$ cat config.mk
export PLATFORM = sky130hd
export DESIGN_NAME = skacc_ctrl
export DESIGN_NICKNAME = d
export VERILOG_FILES = /design/src/rtl/skacc_pkg.sv /design/src/rtl/skacc_ctrl.sv
export SDC_FILE = /design/constraint.sdc
export NUM_CORES = 1
export LEC_CHECK = 0
export BUFFER_PORTS_ARGS = -buffer_cell sky130_fd_sc_hd__buf_2
export CORE_AREA = 2 2 39 41
export DETAILED_ROUTE_END_ITERATION = 10
export DIE_AREA = 0 0 41 43
export GPL_TIMING_DRIVEN = 0
export PLACE_DENSITY_LB_ADDON = 0.3
export SYNTH_ARGS = -nofsm -noshare
export SYNTH_HDL_FRONTEND = slang
export SYNTH_SLANG_ARGS = --single-unit
$ cat constraint.sdc
create_clock -name i_clk -period 1.3 [get_ports i_clk]
set_input_delay 0.13 -clock i_clk [delete_from_list [all_inputs] [get_ports i_clk]]
set_output_delay 0.13 -clock i_clk [all_outputs]
set_load 0.005 [all_outputs]
$ cat src/rtl/skacc_pkg.sv
`timescale 1ns / 1ps
// ----------------------------------------------------------------------------
// Spectrum kernel accumulator package
// Shared sizes, request codes and the command/status types that join the
// controller and the datapath.
// ----------------------------------------------------------------------------
package skacc_pkg;

    localparam int NUM_STRINGS = 16;
    localparam int MAX_KMER    = 8;
    localparam int SYMBOL_BITS = 8;

    localparam int KEY_W       = 64;
    localparam int FIELD_ID_W  = 4;
    localparam int REQ_W       = 2;
    localparam int KLEN_W      = 4;
    localparam int CNT_W       = 24;
    localparam int KER_W       = 48;

    localparam int ID_W        = $clog2(NUM_STRINGS);
    localparam int STORE_AW    = 2 * ID_W;
    localparam int STORE_DEPTH = 1 << STORE_AW;
    localparam int KBITS_W     = $clog2(MAX_KMER * SYMBOL_BITS + 1);

    localparam logic [CNT_W-1:0]  CNT_MAX    = {CNT_W{1'b1}};
    localparam logic [KER_W-1:0]  KER_MAX    = {KER_W{1'b1}};
    localparam logic [KLEN_W-1:0] KLEN_RESET = KLEN_W'(8);

    localparam int APB_AW = 3;
    localparam int APB_DW = 32;
    localparam logic REG_KMER_LENGTH = 1'b0;

    typedef enum logic [REQ_W-1:0] {
        REQ_APPEND = 2'd0,
        REQ_READ   = 2'd1,
        REQ_CLEAR  = 2'd2
    } t_req;

    typedef enum logic [3:0] {
        OP_NONE,
        OP_LATCH,
        OP_ROW,
        OP_PICK_A,
        OP_PICK_B,
        OP_MUL,
        OP_WRITE,
        OP_CLOSE_DONE,
        OP_READ_ADDR,
        OP_READ_OUT,
        OP_CLEAR
    } t_dp_op;

    typedef struct packed {
        t_dp_op op;
    } t_dp_cmd;

    typedef struct packed {
        logic mismatch;
        logic last;
        logic a_any;
        logic b_any;
        logic out_busy;
    } t_dp_sts;

endpackage

$ cat src/rtl/skacc_ctrl.sv
`timescale 1ns / 1ps
// ----------------------------------------------------------------------------
// Spectrum kernel accumulator controller
// Sequences row counting, group closing, kernel reads and clears.
// ----------------------------------------------------------------------------
module skacc_ctrl (
    input  logic                     i_clk,
    input  logic                     i_rst_n,
    input  logic                     i_in_valid,
    input  logic [skacc_pkg::REQ_W-1:0] i_req_type,
    input  skacc_pkg::t_dp_sts       i_sts,
    output skacc_pkg::t_dp_cmd       o_cmd,
    output logic                     o_in_stall
);
    import skacc_pkg::*;

    typedef enum logic [3:0] {
        ST_IDLE,
        ST_CHECK,
        ST_ROW,
        ST_PICK_A,
        ST_PICK_B,
        ST_MUL,
        ST_WRITE,
        ST_DONE,
        ST_RADDR,
        ST_ROUT,
        ST_CLEAR
    } t_state;

    t_state r_state, n_state;
    logic   r_pending, n_pending;
    t_req   req;

    assign req        = t_req'(i_req_type);
    assign o_in_stall = (r_state != ST_IDLE);

    always_comb begin
        n_state    = r_state;
        n_pending  = r_pending;
        o_cmd.op   = OP_NONE;
        case (r_state)
            ST_IDLE: begin
                if (i_in_valid) begin
                    o_cmd.op = OP_LATCH;
                    case (req)
                        REQ_APPEND: n_state = ST_CHECK;
                        REQ_READ:   n_state = ST_RADDR;
                        REQ_CLEAR:  n_state = ST_CLEAR;
                        default:    n_state = ST_IDLE;
                    endcase
                end
            end
            ST_CHECK: begin
                // A differing key closes the open group before the row counts.
                if (i_sts.mismatch) begin
                    n_pending = 1'b1;
                    n_state   = ST_PICK_A;
                end else begin
                    n_state = ST_ROW;
                end
            end
            ST_ROW: begin
                o_cmd.op  = OP_ROW;
                n_pending = 1'b0;
                n_state   = i_sts.last ? ST_PICK_A : ST_IDLE;
            end
            ST_PICK_A: begin
                if (i_sts.a_any) begin
                    o_cmd.op = OP_PICK_A;
                    n_state  = ST_PICK_B;
                end else begin
                    n_state = ST_DONE;
                end
            end
            ST_PICK_B: begin
                if (i_sts.b_any) begin
                    o_cmd.op = OP_PICK_B;
                    n_state  = ST_MUL;
                end else begin
                    n_state = ST_PICK_A;
                end
            end
            ST_MUL: begin
                o_cmd.op = OP_MUL;
                n_state  = ST_WRITE;
            end
            ST_WRITE: begin
                o_cmd.op = OP_WRITE;
                n_state  = ST_PICK_B;
            end
            ST_DONE: begin
                o_cmd.op  = OP_CLOSE_DONE;
                n_pending = 1'b0;
                n_state   = r_pending ? ST_ROW : ST_IDLE;
            end
            ST_RADDR: begin
                o_cmd.op = OP_READ_ADDR;
                n_state  = ST_ROUT;
            end
            ST_ROUT: begin
                if (!i_sts.out_busy) begin
                    o_cmd.op = OP_READ_OUT;
                    n_state  = ST_IDLE;
                end
            end
            ST_CLEAR: begin
                o_cmd.op = OP_CLEAR;
                n_state  = ST_IDLE;
            end
            default: begin
                n_state = ST_IDLE;
            end
        endcase
    end

    always_ff @(posedge i_clk) begin
        if (!i_rst_n) begin
            r_state   <= ST_IDLE;
            r_pending <= 1'b0;
        end else begin
            r_state   <= n_state;
            r_pending <= n_pending;
        end
    end

endmodule

==> results.txt <==
- OpenSTA, run right after detailed placement, puts the worst setup slack at -0.1216 ns.
- The finished cells cover 828.3 um^2.
* Run status: finished with violations
- Clock tree synthesis selected as its root buffer the cell sky130_fd_sc_hd__clkbuf_4.
- Total half-perimeter wirelength after legalization and detailed placement: 870 um
- Setup repair after global routing could not meet its margin everywhere.
- In the routed layout, each cell is associated on average with a via count of 5.383.
* Aggregate global routing overflow: 0
* Global-route wire length before repair: 2090 um
- Area of the die: 1763 um^2
* Vias in the first global route: 475
- Most frequent cells in the layout: sky130_fd_sc_hd__buf_2, sky130_fd_sc_hd__buf_6, sky130_fd_sc_hd__buf_4, sky130_fd_sc_hd__nand2b_1, sky130_fd_sc_hd__dfxtp_4
- Critical path fanouts, max: 4
* Number of I/O port buffers: 14
- Violations in the final reports: negative setup slack
- Setup crit end kind: primary output
* Worst skew pair latency: 0.24 ns
* I/O pin total: 15
- Post-layout worst setup margin: -0.1435 ns
- Headroom to the max-slew limit came out at 0.8404.
- The initial utilization of the core area, before any placement, comes to 0.3653.
* Average detailed-routed wire length per instance: 13.64 um
* Overall fraction of global-route tracks in use: 0.1755
- The initial antenna violation count was 0.
- Number of nets in the layout: 104
- In this run the cell area of the synthesized design comes to 505.5 um^2.
- Vert. Die Dim: 43 um
- Warnings, synthesis: 0
- Max cap viols: 0
- STA puts the critical path data required time at 1.17 ns.
- TritonCTS built the clock tree.
- Setup violations remaining at the end of the flow were counted as 5.
- Largest net degree at the start of global routing: 11
- Average footprint of a synthesized cell: 7.898 um^2
- The congestion estimate from routability-driven global placement came to 0.7950.
* Post-Route Skew: 0.001286 ns
- Area growth, synth to finish: 63.86%
* Worst Hold Slack: 0.1701 ns
- Via total after detailed routing: 576
* Die X: 41 um
- Cell area power density: 1353 nW/um^2
- Of the cells placed in the final design, the portion with a size suffix greater than 1 is 0.5275.
- Number of endpoints with negative hold slack in the final report: 0
- The core region is 1384 um^2.
* CTS Sinks: 5
- Synthesis produced a netlist with a net count of 76.
* Num CTS Buffers: 3
- Once detail routing completed, the nets flagged for antenna violations numbered 0.
- Number of slew-limit violations in the final report: 0
- The path class of the tightest hold or removal check is input pin to flop.
* Final standard cell utilization of the core: 0.5986
* Portion of the clock cycle consumed by the worst path in the final layout: 1.110
- For this run, the register share of the synthesized area comes to 0.1980.
* Number of flip-flops and latches in the synthesized netlist: 5
* Maximum level of the CTS H-tree: 1
- At the worst endpoint, the arrival time is 1.31 ns.
- After detailed routing, the number of remaining DRC violations is 0.
* Clock input transition at the sequential cells of the worst setup and hold paths: 0.04 ns
- The first TritonRoute pass finished after 4 iterations.
- Number of distinct library cell variants in the gate-level netlist after synthesis: 32
- The routed design has 1460 um of wire.
- Ant. Diodes: 0
- After floorplanning, the core was divided into 14 placement rows.
* Highest ir drop seen on vdd: 0.8702 mV
* Kind of critical path: flop to primary output
* Leakage power figure: 0.3738 nW
* Starting DRC count in detailed routing: 4
- Post-placement cell area: 595.6 um^2
* Number of buffers on the longest clock path: 2
- For the finished layout, the period the worst path requires is 1.444 ns.
* Count of mapped cells out of synthesis: 64
- For the pin with the worst max-slew slack, the measured transition is 0.2387 ns.
- Static timing analysis puts the maximum clock frequency at 692.8 MHz.
- The worst setup path is launched from a flop.
- Most common cell after layout, fill and taps aside: sky130_fd_sc_hd__buf_2
==> through the flow <==
stage / std cells / setup TNS [ns] / power [mW]
finish: 107 / -0.4257 / 1.121
CTS: 105 / -0.4764 / 0.9869
detailed placement: 94 / -0.2400 / 0.6490
floorplan: 64 / 0 / 0.5330
global placement: 94 / -0.1429 / 0.6401
global route: 107 / -0.7585 / 1.202
==> registers in the layout, summed over array words and instances, names as in the netlist <==
| signal | flops |
|---|---|
| r_pending | 1 |
| r_state | 4 |
==> cell families (layout without fill, tap and decap cells) <==
family | count (synthesis) | count (layout) | synth area share
xor+xnor | 1 | 1 | 0.01733
fa+ha+maj | 2 | 2 | 0.04950
compound gates | 21 | 21 | 0.2599
flops | 5 | 5 | 0.1980
buf+inv | 9 | 36 | 0.1188
simple gates | 26 | 26 | 0.3565
==> path summary, 6_finish.rpt <==
kind              start  slack (ns)    endpoint  cells after the start
max reg2reg  r_state[3]       -0.12  r_state[3]                      6
max          r_state[1]       -0.14    o_cmd[0]                      5
min reg2reg  r_state[2]        0.63  r_state[1]                      2
min             i_rst_n        0.17   r_pending                      2
==> repair_timing <==
item	4_1_cts	5_1_grt
resized for setup	19	22
hold buffers	0	0
pin swaps	6	10
buffers inserted	8	3
setup endpoints to repair	6	9
==> area by class of cell <==
| class | instances | area [um^2] |
|---|---|---|
| plain buffers | 4 | 52.55 |
| clock buffers | 4 | 26.28 |
| fillers | 137 | 555.5 |
| inverters | 3 | 11.26 |
| multi-input cells | 50 | 421.7 |
| flip-flops and latches | 5 | 115.1 |
| well taps | 16 | 20.02 |
| repair buffers | 25 | 181.4 |
==> synthesized netlist by cell type <==
library cell / count / area share
sky130_fd_sc_hd__ha_1: 2 / 0.049
sky130_fd_sc_hd__and3_1: 1 / 0.012
sky130_fd_sc_hd__o21ai_1: 1 / 0.0099
sky130_fd_sc_hd__a211oi_1: 1 / 0.015
sky130_fd_sc_hd__nor3b_1: 1 / 0.015
sky130_fd_sc_hd__nor2b_1: 2 / 0.025
sky130_fd_sc_hd__or3b_1: 1 / 0.017
sky130_fd_sc_hd__o21a_1: 1 / 0.015
sky130_fd_sc_hd__nor4b_1: 2 / 0.035
sky130_fd_sc_hd__dfxtp_1: 5 / 0.20
sky130_fd_sc_hd__o211a_1: 1 / 0.020
sky130_fd_sc_hd__a31oi_1: 3 / 0.037
sky130_fd_sc_hd__and2_2: 1 / 0.015
sky130_fd_sc_hd__buf_4: 1 / 0.015
sky130_fd_sc_hd__nor3_1: 1 / 0.0099
sky130_fd_sc_hd__a211o_1: 1 / 0.017
sky130_fd_sc_hd__nand4b_1: 1 / 0.017
sky130_fd_sc_hd__xor2_1: 1 / 0.017
sky130_fd_sc_hd__and2_1: 1 / 0.012
sky130_fd_sc_hd__a21oi_1: 2 / 0.020
sky130_fd_sc_hd__nand2_1: 2 / 0.015
sky130_fd_sc_hd__inv_1: 3 / 0.022
sky130_fd_sc_hd__nor2_1: 3 / 0.022
sky130_fd_sc_hd__o31a_1: 1 / 0.017
sky130_fd_sc_hd__buf_6: 3 / 0.067
sky130_fd_sc_hd__o22ai_1: 4 / 0.049
sky130_fd_sc_hd__nor3_4: 1 / 0.032
sky130_fd_sc_hd__clkbuf_1: 2 / 0.015
sky130_fd_sc_hd__nor3_2: 1 / 0.020
sky130_fd_sc_hd__and3b_1: 2 / 0.035
sky130_fd_sc_hd__o21ai_0: 6 / 0.059
sky130_fd_sc_hd__nand2b_1: 6 / 0.074
==> per-layer routing <==
layer / up-vias / track usage / part of all wire
met4: 0 / 0.04000 / 0
li1: 288 / - / -
met3: 0 / 0.07853 / 0.038
met5: - / 0 / 0
met2: 12 / 0.2688 / 0.56
met1: 276 / 0.2179 / 0.40
==> worst max-delay path, cell delays in order (launching register included) <==
cell and delay (ns):
sky130_fd_sc_hd__dfxtp_4 0.36, sky130_fd_sc_hd__buf_8 0.13, sky130_fd_sc_hd__nor4b_4 0.24, sky130_fd_sc_hd__a21oi_1 0.06
sky130_fd_sc_hd__o22ai_1 0.14, sky130_fd_sc_hd__buf_2 0.13
==> report_power, final <==
part / internal, mW / total (mW) / leakage [nW] / switching, mW
logic: 0.401 / 0.708 / 0.315 / 0.307
registers: 0.190 / 0.236 / 0.0437 / 0.0468
clock network: 0.116 / 0.176 / 0.0150 / 0.0604
No activity file was read; power rests on OpenSTA's default activity.
